File: src/hdl/satmtv_pkg.sv
package satmtv_pkg;

  // default widths
  localparam int COORD_BITS_DEF     = 24;
  localparam int AXIS_FRAC_BITS_DEF = 14;

  // side vectors are brought below 2^REDUCE_BITS before squaring
  localparam int REDUCE_BITS = 20;
  // root of the squared length scaled by 2^SQ_SCALE
  localparam int SQ_SCALE    = 20;
  localparam int SQ_IN_BITS  = 62;
  localparam int SQ_ROOT_BITS = 31;
  // extra numerator scale of the normalising divide (half of SQ_SCALE)
  localparam int DIV_EXTRA   = 10;

  typedef enum logic [4:0] {
    ST_LOAD,
    ST_SIDE0,
    ST_SIDE1,
    ST_RED,
    ST_SQX,
    ST_SQY,
    ST_SQS,
    ST_SQRT,
    ST_DIVI,
    ST_DIV,
    ST_PX,
    ST_PY,
    ST_PACC,
    ST_OV,
    ST_SGN,
    ST_MLO,
    ST_MHI,
    ST_MSUM
  } satmtv_state_t;

endpackage

File: src/hdl/sat_rectangle_collision_mtv.sv
// sequence: the four axes with their side reduction, then the projection and push steps
// throughput: one pair at a time; corners load one beat per cycle while the sequencer is
//   in its load state, and the completing beat waits while a result is held; bit-serial
//   root (31) and divider (AXIS_FRAC_BITS+31) steps
// reset: synchronous active low rst_n clears the sequencer, the loaded mask and out_valid;
//   the corner store is undefined until written
module sat_rectangle_collision_mtv
  import satmtv_pkg::*;
#(
  parameter int COORD_BITS     = COORD_BITS_DEF,
  parameter int AXIS_FRAC_BITS = AXIS_FRAC_BITS_DEF
) (
  input  logic                         clk,
  input  logic                         rst_n,
  input  logic                         in_valid,
  output logic                         in_stall,
  input  logic [2:0]                   in_slot,
  input  logic signed [COORD_BITS-1:0] in_vertex_x,
  input  logic signed [COORD_BITS-1:0] in_vertex_y,
  output logic                         out_valid,
  input  logic                         out_stall,
  output logic                         out_collide,
  output logic                         out_degenerate,
  output logic signed [COORD_BITS-1:0] out_push_x,
  output logic signed [COORD_BITS-1:0] out_push_y
);

  localparam int CB   = COORD_BITS;
  localparam int AF   = AXIS_FRAC_BITS;
  localparam int MW   = CB + 1;
  localparam int AW   = AF + 1;
  localparam int AXW  = AF + 2;
  localparam int PW   = CB + AF + 3;
  localparam int OW   = CB + 3;
  localparam int MA   = (CB + 1 > REDUCE_BITS + 1) ? CB + 1 : REDUCE_BITS + 1;
  localparam int MB   = (AF + 2 > REDUCE_BITS + 1) ? AF + 2 : REDUCE_BITS + 1;
  localparam int PRW  = MA + MB;
  localparam int NW   = REDUCE_BITS + AF + DIV_EXTRA + 1;
  localparam int CNTW = $clog2(NW);
  localparam int MFW  = CB + AF + 4;
  localparam int RB   = REDUCE_BITS;

  satmtv_state_t state_r, state_nxt;

  // corner store
  logic signed [CB-1:0] cx_r [8];
  logic signed [CB-1:0] cy_r [8];
  logic [7:0]           mask_r, mask_nxt;

  logic signed [CB-1:0] v0x_r, v0x_nxt, v0y_r, v0y_nxt;
  logic [MW-1:0]        mx_r, mx_nxt, my_r, my_nxt;
  logic                 sx_r, sx_nxt, sy_r, sy_nxt;

  logic signed [PRW-1:0] prod_r, prod_nxt, acc_r, acc_nxt;
  logic signed [MA-1:0]  mul_a;
  logic signed [MB-1:0]  mul_b;

  logic [SQ_IN_BITS-1:0]   sq_n_r, sq_n_nxt;
  logic [SQ_ROOT_BITS+1:0] sq_rem_r, sq_rem_nxt;
  logic [SQ_ROOT_BITS-1:0] root_r, root_nxt;

  logic [NW-1:0]         dn_r, dn_nxt;
  logic [SQ_ROOT_BITS:0] dr_r, dr_nxt;
  logic [AW-1:0]         q_r, q_nxt;
  logic                  div_sel_r, div_sel_nxt;
  logic [CNTW-1:0]       cnt_r, cnt_nxt;

  logic signed [AXW-1:0] ax_r [4];
  logic signed [AXW-1:0] ay_r [4];
  logic signed [AXW-1:0] ax_nxt [4];
  logic signed [AXW-1:0] ay_nxt [4];

  logic [1:0] k_r, k_nxt, bi_r, bi_nxt;
  logic [2:0] j_r, j_nxt;
  logic       comp_r, comp_nxt;

  logic signed [PW-1:0] alo_r, alo_nxt, ahi_r, ahi_nxt, blo_r, blo_nxt, bhi_r, bhi_nxt;
  logic signed [PW-1:0] best_r, best_nxt;
  logic signed [PW-1:0] balo_r, balo_nxt, bahi_r, bahi_nxt, bblo_r, bblo_nxt;
  logic signed [PW-1:0] bbhi_r, bbhi_nxt;
  logic [OW-1:0]        o_r, o_nxt;
  logic                 neg_r, neg_nxt;

  logic                 out_valid_r, out_valid_nxt;
  logic                 out_collide_r, out_collide_nxt;
  logic                 out_degenerate_r, out_degenerate_nxt;
  logic signed [CB-1:0] out_push_x_r, out_push_x_nxt, out_push_y_r, out_push_y_nxt;

  // shared helpers
  logic                 accept_in, mask_full, side_zero, red_more, cnt_zero, ov_pos;
  logic [7:0]           mask_or;
  logic [2:0]           rd_idx;
  logic signed [CB-1:0] rd_x, rd_y;
  logic signed [CB:0]   dx, dy;
  logic [MW-1:0]        dx_mag, dy_mag;
  logic [RB-1:0]        mx_red, my_red;
  logic signed [PRW:0]  sum_w;
  logic signed [PW-1:0] p_val, hmin, lmax, ov, t_hi, t_lo, bahi_sh, balo_sh;
  logic [PW-1:0]        o_sum;
  logic [SQ_ROOT_BITS+3:0] sq_t, sq_trial;
  logic                 sq_ge;
  logic [SQ_ROOT_BITS+1:0] dv_t;
  logic                 dv_ge;
  logic [AW-1:0]        q_fin;
  logic signed [AXW-1:0] a_sel, a_abs;
  logic                 a_neg, flip;
  logic [AW-1:0]        a_mag;
  logic [MFW-1:0]       mfull, mr, mc, lim;
  logic signed [CB-1:0] push_v;

  // handshake
  assign mask_or   = mask_r | (8'd1 << in_slot);
  assign mask_full = (mask_or == 8'hFF);
  assign in_stall  = (state_r != ST_LOAD) || (out_valid_r && mask_full);
  assign accept_in = in_valid && !in_stall;

  // corner read port
  always_comb begin
    case (state_r)
      ST_SIDE0: rd_idx = {k_r[1], 2'b00};
      ST_SIDE1: rd_idx = {k_r[1], k_r[0], 1'b1};
      default:  rd_idx = j_r;
    endcase
  end
  assign rd_x = cx_r[rd_idx];
  assign rd_y = cy_r[rd_idx];

  // side vector and its magnitudes
  assign dx        = (CB+1)'(v0x_r) - (CB+1)'(rd_x);
  assign dy        = (CB+1)'(v0y_r) - (CB+1)'(rd_y);
  assign dx_mag    = MW'(dx[CB] ? -dx : dx);
  assign dy_mag    = MW'(dy[CB] ? -dy : dy);
  assign side_zero = (dx_mag == '0) && (dy_mag == '0);
  assign red_more  = ((mx_r >> RB) != '0) || ((my_r >> RB) != '0);
  assign mx_red    = RB'(mx_r);
  assign my_red    = RB'(my_r);
  assign cnt_zero  = (cnt_r == '0);

  // root step
  assign sq_t     = {sq_rem_r, sq_n_r[SQ_IN_BITS-1 -: 2]};
  assign sq_trial = (SQ_ROOT_BITS+4)'({root_r, 2'b01});
  assign sq_ge    = (sq_t >= sq_trial);

  // divide step
  assign dv_t  = {dr_r, dn_r[NW-1]};
  assign dv_ge = (dv_t >= (SQ_ROOT_BITS+2)'(root_r));
  assign q_fin = {q_r[AW-2:0], dv_ge};

  // projection sum and interval overlap
  assign sum_w   = acc_r + prod_r;
  assign p_val   = PW'(sum_w);
  assign hmin    = (ahi_r < bhi_r) ? ahi_r : bhi_r;
  assign lmax    = (alo_r > blo_r) ? alo_r : blo_r;
  assign ov      = hmin - lmax;
  assign ov_pos  = (ov > 0);
  assign bahi_sh = bahi_r + best_r;
  assign balo_sh = balo_r + best_r;
  assign t_hi    = (bahi_sh < bbhi_r) ? bahi_sh : bbhi_r;
  assign t_lo    = (balo_sh > bblo_r) ? balo_sh : bblo_r;
  assign o_sum   = $unsigned(best_r) + (PW'(1) << (AF - 1));

  // push component
  assign a_sel  = comp_r ? ay_r[bi_r] : ax_r[bi_r];
  assign a_neg  = a_sel[AXW-1];
  assign a_abs  = a_neg ? -a_sel : a_sel;
  assign a_mag  = AW'(a_abs);
  assign flip   = a_neg ^ neg_r;
  assign mfull  = MFW'($unsigned(acc_r)) + (MFW'($unsigned(prod_r)) << CB);
  assign mr     = (mfull + (MFW'(1) << (AF - 1))) >> AF;
  assign lim    = MFW'(1) << (CB - 1);
  assign mc     = (mr > lim) ? lim : mr;
  assign push_v = flip ? CB'(MFW'(0) - mc)
                       : ((mc == lim) ? {1'b0, {(CB-1){1'b1}}} : CB'(mc));

  // shared multiplier operands
  always_comb begin
    mul_a = '0;
    mul_b = '0;
    case (state_r)
      ST_SQX: begin
        mul_a = MA'({1'b0, mx_red});
        mul_b = MB'({1'b0, mx_red});
      end
      ST_SQY: begin
        mul_a = MA'({1'b0, my_red});
        mul_b = MB'({1'b0, my_red});
      end
      ST_PX: begin
        mul_a = MA'(rd_x);
        mul_b = MB'(ax_r[k_r]);
      end
      ST_PY: begin
        mul_a = MA'(rd_y);
        mul_b = MB'(ay_r[k_r]);
      end
      ST_MLO: begin
        mul_a = MA'({1'b0, o_r[CB-1:0]});
        mul_b = MB'({1'b0, a_mag});
      end
      ST_MHI: begin
        mul_a = MA'({1'b0, o_r[OW-1:CB]});
        mul_b = MB'({1'b0, a_mag});
      end
      default: begin
        mul_a = '0;
        mul_b = '0;
      end
    endcase
  end

  // next state
  always_comb begin
    state_nxt = state_r;
    case (state_r)
      ST_LOAD:  if (accept_in && mask_full) state_nxt = ST_SIDE0;
      ST_SIDE0: state_nxt = ST_SIDE1;
      ST_SIDE1: state_nxt = side_zero ? ST_LOAD : ST_RED;
      ST_RED:   if (!red_more) state_nxt = ST_SQX;
      ST_SQX:   state_nxt = ST_SQY;
      ST_SQY:   state_nxt = ST_SQS;
      ST_SQS:   state_nxt = ST_SQRT;
      ST_SQRT:  if (cnt_zero) state_nxt = ST_DIVI;
      ST_DIVI:  state_nxt = ST_DIV;
      ST_DIV: begin
        if (cnt_zero) begin
          if (!div_sel_r)      state_nxt = ST_DIVI;
          else if (k_r == 2'd3) state_nxt = ST_PX;
          else                 state_nxt = ST_SIDE0;
        end
      end
      ST_PX:    state_nxt = ST_PY;
      ST_PY:    state_nxt = ST_PACC;
      ST_PACC:  state_nxt = (j_r == 3'd7) ? ST_OV : ST_PX;
      ST_OV: begin
        if (!ov_pos)          state_nxt = ST_LOAD;
        else if (k_r == 2'd3) state_nxt = ST_SGN;
        else                  state_nxt = ST_PX;
      end
      ST_SGN:   state_nxt = ST_MLO;
      ST_MLO:   state_nxt = ST_MHI;
      ST_MHI:   state_nxt = ST_MSUM;
      ST_MSUM:  state_nxt = comp_r ? ST_LOAD : ST_MLO;
      default:  state_nxt = ST_LOAD;
    endcase
  end

  // datapath next values
  always_comb begin
    mask_nxt           = mask_r;
    v0x_nxt            = v0x_r;
    v0y_nxt            = v0y_r;
    mx_nxt             = mx_r;
    my_nxt             = my_r;
    sx_nxt             = sx_r;
    sy_nxt             = sy_r;
    prod_nxt           = mul_a * mul_b;
    acc_nxt            = acc_r;
    sq_n_nxt           = sq_n_r;
    sq_rem_nxt         = sq_rem_r;
    root_nxt           = root_r;
    dn_nxt             = dn_r;
    dr_nxt             = dr_r;
    q_nxt              = q_r;
    div_sel_nxt        = div_sel_r;
    cnt_nxt            = cnt_r;
    ax_nxt             = ax_r;
    ay_nxt             = ay_r;
    k_nxt              = k_r;
    j_nxt              = j_r;
    bi_nxt             = bi_r;
    comp_nxt           = comp_r;
    alo_nxt            = alo_r;
    ahi_nxt            = ahi_r;
    blo_nxt            = blo_r;
    bhi_nxt            = bhi_r;
    best_nxt           = best_r;
    balo_nxt           = balo_r;
    bahi_nxt           = bahi_r;
    bblo_nxt           = bblo_r;
    bbhi_nxt           = bbhi_r;
    o_nxt              = o_r;
    neg_nxt            = neg_r;
    out_valid_nxt      = out_valid_r && out_stall;
    out_collide_nxt    = out_collide_r;
    out_degenerate_nxt = out_degenerate_r;
    out_push_x_nxt     = out_push_x_r;
    out_push_y_nxt     = out_push_y_r;
    case (state_r)
      // corner beats
      ST_LOAD: begin
        if (accept_in) begin
          mask_nxt = mask_full ? 8'h00 : mask_or;
          if (mask_full) begin
            k_nxt       = 2'd0;
            div_sel_nxt = 1'b0;
          end
        end
      end
      ST_SIDE0: begin
        v0x_nxt = rd_x;
        v0y_nxt = rd_y;
      end
      // side vector, zero length ends the pair as degenerate
      ST_SIDE1: begin
        mx_nxt = dx_mag;
        my_nxt = dy_mag;
        sx_nxt = dx[CB];
        sy_nxt = dy[CB];
        if (side_zero) begin
          out_valid_nxt      = 1'b1;
          out_collide_nxt    = 1'b0;
          out_degenerate_nxt = 1'b1;
          out_push_x_nxt     = '0;
          out_push_y_nxt     = '0;
        end
      end
      ST_RED: begin
        if (red_more) begin
          mx_nxt = mx_r >> 1;
          my_nxt = my_r >> 1;
        end
      end
      ST_SQY: acc_nxt = prod_r;
      // squared length into the root unit
      ST_SQS: begin
        sq_n_nxt   = SQ_IN_BITS'(sum_w) << SQ_SCALE;
        sq_rem_nxt = '0;
        root_nxt   = '0;
        cnt_nxt    = CNTW'(SQ_ROOT_BITS - 1);
      end
      // one root bit per cycle
      ST_SQRT: begin
        sq_n_nxt   = sq_n_r << 2;
        sq_rem_nxt = (SQ_ROOT_BITS+2)'(sq_ge ? sq_t - sq_trial : sq_t);
        root_nxt   = {root_r[SQ_ROOT_BITS-2:0], sq_ge};
        cnt_nxt    = cnt_r - 1'b1;
      end
      ST_DIVI: begin
        dn_nxt  = (NW'(div_sel_r ? mx_red : my_red) << (AF + DIV_EXTRA))
                + NW'(root_r >> 1);
        dr_nxt  = '0;
        q_nxt   = '0;
        cnt_nxt = CNTW'(NW - 1);
      end
      // one quotient bit per cycle
      ST_DIV: begin
        dn_nxt  = dn_r << 1;
        dr_nxt  = (SQ_ROOT_BITS+1)'(dv_ge ? dv_t - (SQ_ROOT_BITS+2)'(root_r) : dv_t);
        q_nxt   = q_fin;
        cnt_nxt = cnt_r - 1'b1;
        if (cnt_zero) begin
          if (!div_sel_r) begin
            ax_nxt[k_r] = sy_r ? $signed({1'b0, q_fin}) : -$signed({1'b0, q_fin});
            div_sel_nxt = 1'b1;
          end else begin
            ay_nxt[k_r] = sx_r ? -$signed({1'b0, q_fin}) : $signed({1'b0, q_fin});
            div_sel_nxt = 1'b0;
            k_nxt       = k_r + 1'b1;
            j_nxt       = 3'd0;
          end
        end
      end
      ST_PY: acc_nxt = prod_r;
      // running interval per body
      ST_PACC: begin
        if (!j_r[2]) begin
          if (j_r[1:0] == 2'd0 || p_val < alo_r) alo_nxt = p_val;
          if (j_r[1:0] == 2'd0 || p_val > ahi_r) ahi_nxt = p_val;
        end else begin
          if (j_r[1:0] == 2'd0 || p_val < blo_r) blo_nxt = p_val;
          if (j_r[1:0] == 2'd0 || p_val > bhi_r) bhi_nxt = p_val;
        end
        j_nxt = j_r + 1'b1;
      end
      // overlap on this axis: none ends the pair without collision, else keep the first smallest
      ST_OV: begin
        if (!ov_pos) begin
          out_valid_nxt      = 1'b1;
          out_collide_nxt    = 1'b0;
          out_degenerate_nxt = 1'b0;
          out_push_x_nxt     = '0;
          out_push_y_nxt     = '0;
        end else if (k_r == 2'd0 || ov < best_r) begin
          best_nxt = ov;
          bi_nxt   = k_r;
          balo_nxt = alo_r;
          bahi_nxt = ahi_r;
          bblo_nxt = blo_r;
          bbhi_nxt = bhi_r;
        end
        k_nxt = k_r + 1'b1;
      end
      // direction test and rounded overlap
      ST_SGN: begin
        neg_nxt  = (t_hi > t_lo);
        o_nxt    = OW'(o_sum >> AF);
        comp_nxt = 1'b0;
      end
      ST_MHI: acc_nxt = prod_r;
      ST_MSUM: begin
        if (!comp_r) begin
          out_push_x_nxt = push_v;
          comp_nxt       = 1'b1;
        end else begin
          out_push_y_nxt     = push_v;
          out_valid_nxt      = 1'b1;
          out_collide_nxt    = 1'b1;
          out_degenerate_nxt = 1'b0;
          comp_nxt           = 1'b0;
        end
      end
      default: begin
        acc_nxt = acc_r;
      end
    endcase
  end

  // corner store writes
  always_ff @(posedge clk) begin
    if (accept_in) begin
      cx_r[in_slot] <= in_vertex_x;
      cy_r[in_slot] <= in_vertex_y;
    end
  end

  // control registers
  always_ff @(posedge clk) begin
    if (!rst_n) begin
      state_r     <= ST_LOAD;
      mask_r      <= '0;
      out_valid_r <= 1'b0;
      k_r         <= '0;
      j_r         <= '0;
      comp_r      <= 1'b0;
      div_sel_r   <= 1'b0;
      cnt_r       <= '0;
    end else begin
      state_r     <= state_nxt;
      mask_r      <= mask_nxt;
      out_valid_r <= out_valid_nxt;
      k_r         <= k_nxt;
      j_r         <= j_nxt;
      comp_r      <= comp_nxt;
      div_sel_r   <= div_sel_nxt;
      cnt_r       <= cnt_nxt;
    end
  end

  // datapath registers
  always_ff @(posedge clk) begin
    v0x_r            <= v0x_nxt;
    v0y_r            <= v0y_nxt;
    mx_r             <= mx_nxt;
    my_r             <= my_nxt;
    sx_r             <= sx_nxt;
    sy_r             <= sy_nxt;
    prod_r           <= prod_nxt;
    acc_r            <= acc_nxt;
    sq_n_r           <= sq_n_nxt;
    sq_rem_r         <= sq_rem_nxt;
    root_r           <= root_nxt;
    dn_r             <= dn_nxt;
    dr_r             <= dr_nxt;
    q_r              <= q_nxt;
    ax_r             <= ax_nxt;
    ay_r             <= ay_nxt;
    bi_r             <= bi_nxt;
    alo_r            <= alo_nxt;
    ahi_r            <= ahi_nxt;
    blo_r            <= blo_nxt;
    bhi_r            <= bhi_nxt;
    best_r           <= best_nxt;
    balo_r           <= balo_nxt;
    bahi_r           <= bahi_nxt;
    bblo_r           <= bblo_nxt;
    bbhi_r           <= bbhi_nxt;
    o_r              <= o_nxt;
    neg_r            <= neg_nxt;
    out_collide_r    <= out_collide_nxt;
    out_degenerate_r <= out_degenerate_nxt;
    out_push_x_r     <= out_push_x_nxt;
    out_push_y_r     <= out_push_y_nxt;
  end

  assign out_valid      = out_valid_r;
  assign out_collide    = out_collide_r;
  assign out_degenerate = out_degenerate_r;
  assign out_push_x     = out_push_x_r;
  assign out_push_y     = out_push_y_r;

`ifndef SYNTH
  // degenerate pair never reports a collision
  a_deg_no_collide: assert property (@(posedge clk) disable iff (!rst_n)
    out_valid && out_degenerate |-> !out_collide)
    else $error("degenerate result with collide set");

  // a result without collision carries no push
  a_no_push: assert property (@(posedge clk) disable iff (!rst_n)
    out_valid && !out_collide |-> (out_push_x == '0) && (out_push_y == '0))
    else $error("push on a non-colliding result");

  // the completing corner beat starts evaluation with an empty mask
  a_start: assert property (@(posedge clk) disable iff (!rst_n)
    accept_in && mask_full |=> (state_r == ST_SIDE0) && (mask_r == '0))
    else $error("pair evaluation did not start");

  // a result appears only at the end of an evaluation
  a_result_src: assert property (@(posedge clk) disable iff (!rst_n)
    $rose(out_valid) |-> $past(state_r) != ST_LOAD)
    else $error("result raised while loading");
`endif

endmodule

File: config.mk
export PLATFORM = sky130hd
export DESIGN_NAME = sat_rectangle_collision_mtv
export DESIGN_NICKNAME = d
export VERILOG_FILES = /design/src/hdl/satmtv_pkg.sv /design/src/hdl/sat_rectangle_collision_mtv.sv
export SDC_FILE = /design/constraint.sdc
export NUM_CORES = 2
export LEC_CHECK = 0
export BUFFER_PORTS_ARGS = -buffer_cell sky130_fd_sc_hd__buf_4
export CORE_MARGIN = 3
export CORE_UTILIZATION = 35
export CTS_BUF_LIST = sky130_fd_sc_hd__clkbuf_8 sky130_fd_sc_hd__clkbuf_16
export DETAILED_ROUTE_END_ITERATION = 12
export MAX_ROUTING_LAYER = met4
export PLACE_DENSITY = 0.52
export RECOVER_POWER = 50
export REMOVE_ABC_BUFFERS = 1
export SETUP_SLACK_MARGIN = 0.05
export SLEW_MARGIN = 20
export SYNTH_ARGS = -nofsm -noshare
export SYNTH_HDL_FRONTEND = slang
export SYNTH_SLANG_ARGS = --single-unit
File: constraint.sdc
create_clock -name clk -period 11.65 [get_ports clk]
set_input_delay 1.7475 -clock clk [delete_from_list [all_inputs] [get_ports clk]]
set_output_delay 1.7475 -clock clk [all_outputs]
set_load 0.1 [all_outputs]
==> flow_metrics.tcl <==
set metrics [dict create \
    synthTopCellsByArea "edfxtp_1 39%, ha_1 10%, fa_1 10%" \
    num_vias 74900 \
    grt_start_max_net_pins 72 \
    die_width_um 539 \
    remaining_drc_errors 0 \
    ys_seq_area_share_pct 40.7 \
    cts_setup_buffers 0 \
    timing_worst_slew_pin_value_ns 3.85 \
    max_cap_viol_count 20 \
    worstHoldPathCells 0 \
    yosys.area_share.xor_xnor_pct 3.88 \
    final.setup.worst_slack_ns 0.750 \
    antenna_violating_nets_post_route 0 \
    core_region_area_sq_mm 0.281 \
    timing.slew.headroom_pct -157 \
    max_slew_vio_count 799 \
    grt_setup_unrepaired "no" \
    ctsRootBufferMaster "clkbuf_16" \
    largest_family_of_logic_cells_by_synthesized_area "adder cells" \
    cp_data_arrival_time_ns 11.62 \
    ctsHtreeMaxLevel 4 \
    crit-reg2reg-capture "prod_r[37]$_DFF_P_" \
    wl_per_cell_um 22.8 \
    setup_slack_reg_to_reg_ns 0.75 \
    syn-mean-instance-area_sq_um 10.0 \
    synth_edf_count 1300 \
    yosysTopAreaCellShare_pct 39.3 \
    critical_path_class "reg -> reg" \
    cpMaxStageDelayCell "buf_4" \
    fillers 27500 \
    ios 107 \
    netlist_area_sq_mm 0.0994 \
    buffer_ports.inserted 106 \
    hold_fails_final_rpt 0 \
    beginning_of_the_worst_hold_path "bhi_r[34]$_DFFE_PP_" \
    worst_clock_skew_ns 0.0886 \
    initialDrtViolationCount 5821 \
    cp-end-kind "flop" \
    syn2layout_area_growth_pct 11.7 \
    min_delay_worst_endpoint "bbhi_r[34]$_DFFE_PP_" \
    muxShareOfSynthArea_pct 2.58 \
    route.detailed.vias_per_inst 5.35 \
    grt_pass1_wl_mm 480 \
    gr-total-overflow 0 \
    yosysMostFrequentCell "nand2_1" \
    crit-reg2reg-launch "state_r[2]$_SDFFE_PN0P_" \
    cts_hold_buffers 0 \
    powerDensity_mw_per_mm2 96.6 \
    vdd_ir_drop_max_v 0.000127 \
    post_route_cells_drive_above_1_share_pct 6.51 \
    r2r_cells 38 \
    finalPower_mw 10.7 \
    worstSetupStartpointType "flop" \
    row_cnt 194 \
    cpPeakStageDelay_ns 0.65 \
    power_leakage_nw 46.7 \
    post_synth_inst_count 9915 \
    insertion_delay_ns 0.89 \
    die_area_sq_mm 0.290 \
    chipHeight_um 539 \
    cts_tree "built" \
    fin_crit_ns 10.90 \
    achievable-frequency_mhz 91.7 \
    status "finished with violations" \
    nets 11500 \
    initial_utilization_pct 35.4 \
    detail_route.first_pass.iterations 7 \
    synth.top_cells.by_count "1304 x nand2_1, 1300 x edfxtp_1, 1188 x inv_1" \
    max-clock-path-buffers 4 \
    postSynth.asyncResetShare_pct 0 \
    worst-endpoint-required_ns 12.37 \
    fin_area_sq_mm 0.111 \
    worst_path_most_repeated_cell "fa_1" \
    synth_compound_area_share_pct 11.9 \
    first_global_vias 75600 \
    clkTransAtPathRegs_ns 0.06 \
    fin_crit_sh_pct 93.6 \
    ys_ff_latch 1369 \
    postLayoutCoreUtil_pct 39.5 \
    synthDistinctLibCells 102 \
    synth_ff_type "edfxtp_1" \
    worst_path_fanout_max 68 \
    post_cts_resized 0 \
    cts_num_sinks 1369 \
    wirelength_mm 319 \
    cts-buffers-inserted 167 \
    place_area_sq_mm 0.106 \
    grt_util_all_layers_pct 22.1 \
    synthSimpleGateAreaFrac_pct 14.6 \
    hp-class "reg -> reg" \
    violations "capacitance limit, slew limit" \
    finalSetupViolations 0 \
    place_hpwl_mm 244 \
    finalWeightedCongestion 0.951 \
    dp_slack_ns 0.566 \
    synth_adder_area_share_pct 20.7 \
    number_of_antenna_violations_at_the_first_check_in_global_routing 14 \
    post-synth-top-area-cell "edfxtp_1" \
    synthesis.yosys.warnings 0 \
]
[routing by layer]
metal  share of wire [%]  track usage, %  up-vias
met5                   0               -        -
met4                 3.4            6.84        0
met3                 5.1            2.49      491
met2                  48            36.6     2079
met1                  44            28.6    37300
li1                    -               -    35000
[placed cells by master, fill, tap and decap left out, types with 53 or more instances in the layout]
| cell | netlist | routed |
|---|---|---|
| nand2_1 | 1304 | 1302 |
| edfxtp_1 | 1300 | 1300 |
| inv_1 | 1188 | 1219 |
| ha_1 | 831 | 831 |
| nor2_1 | 733 | 718 |
| a21oi_1 | 599 | 597 |
| fa_1 | 506 | 506 |
| o21ai_0 | 487 | 474 |
| nand3_1 | 349 | 346 |
| xnor2_1 | 299 | 291 |
| buf_4 | 0 | 208 |
| a21o_1 | 189 | 189 |
| clkbuf_16 | 0 | 169 |
| clkbuf_1 | 248 | 146 |
| xor2_1 | 138 | 137 |
| nor2b_1 | 128 | 128 |
| nand2b_1 | 127 | 127 |
| nor3_1 | 125 | 119 |
| nand4_1 | 116 | 116 |
| mux2i_1 | 93 | 92 |
| and3_1 | 76 | 76 |
| o21a_1 | 73 | 72 |
| dfxtp_1 | 69 | 69 |
| mux4_2 | 62 | 62 |
| and2_1 | 62 | 53 |
[layout make-up]
cell class              instances  area (sq um)  share of cell area, %
multi-input cells            7035         53700                   48.4
diodes                          9          22.5                 0.0203
clock buffers                 175          4310                   3.88
inverters                    1189          4460                   4.02
repair buffers                366          2350                   2.12
flip-flops and latches       1369         40400                   36.4
clock inverters               123          1080                  0.972
well taps                    3724          4660                   4.20
[flip-flops by register name (all words and copies together), names as in the netlist, 42 cells and up]
register	flops
ax_r	64
cy_r	192
prod_r	42
acc_r	42
dn_r	45
cx_r	192
ay_r	64
sq_n_r	42
[metrics by stage]
stage / TNS (ns) / instances / hold WS [ns]
6_report: 0 / 14000 / 0.436
5_1_grt: 0 / 14000 / 0.449
4_1_cts: 0 / 14000 / 0.425
3_5_place_dp: 0 / 13700 / 0.434
3_3_place_gp: 0 / 13700 / 0.431
2_1_floorplan: -1217.48 / 9593 / 0.415
[cell families (layout without fill, tap and decap cells)]
group,count (synthesis),count (layout)
XOR/XNOR,439,439
AO/OA/AOI/OAI,1890,1890
other,0,9
multiplexers,176,176
AND/OR/NAND/NOR,3193,3193
adder cells (fa/ha/maj),1337,1337
flip-flops,1369,1369
buffers and inverters,1511,1853
[power breakdown]
| part | total [mW] | leakage [nW] | switching, mW | internal [mW] |
|---|---|---|---|---|
| Clock | 5.20 | 2.75 | 2.18 | 3.02 |
| Sequential | 5.37 | 12.4 | 0.00606 | 5.36 |
| Combinational | 0.149 | 31.6 | 0.106 | 0.0423 |
[critical path, delay by kind of cell (launching register included)]
kind / cells / cell delay (ns)
simple gates: 7 / 1.33
xor+xnor: 1 / 0.16
compound gates: 13 / 2.85
flops: 1 / 0.45
buf+inv: 9 / 1.71
fa+ha+maj: 8 / 4.13
[worst max path at each step]
stage / cells after the start / to / from / slack, ns
3_5_place_dp: 39 / prod_r[39]$_DFF_P_ / state_r[3]$_SDFFE_PN0P_ / 0.57
6_report: 38 / prod_r[37]$_DFF_P_ / state_r[2]$_SDFFE_PN0P_ / 0.75
5_1_grt: 38 / prod_r[39]$_DFF_P_ / state_r[3]$_SDFFE_PN0P_ / 0.10
2_1_floorplan: 36 / prod_r[38]$_DFF_P_ / state_r[2]$_SDFFE_PN0P_ / -6.71
4_1_cts: 39 / prod_r[39]$_DFF_P_ / state_r[3]$_SDFFE_PN0P_ / 0.50
3_3_place_gp: 39 / prod_r[37]$_DFF_P_ / state_r[3]$_SDFFE_PN0P_ / 0.59
Note: power is estimated with default switching activity, not from simulation.
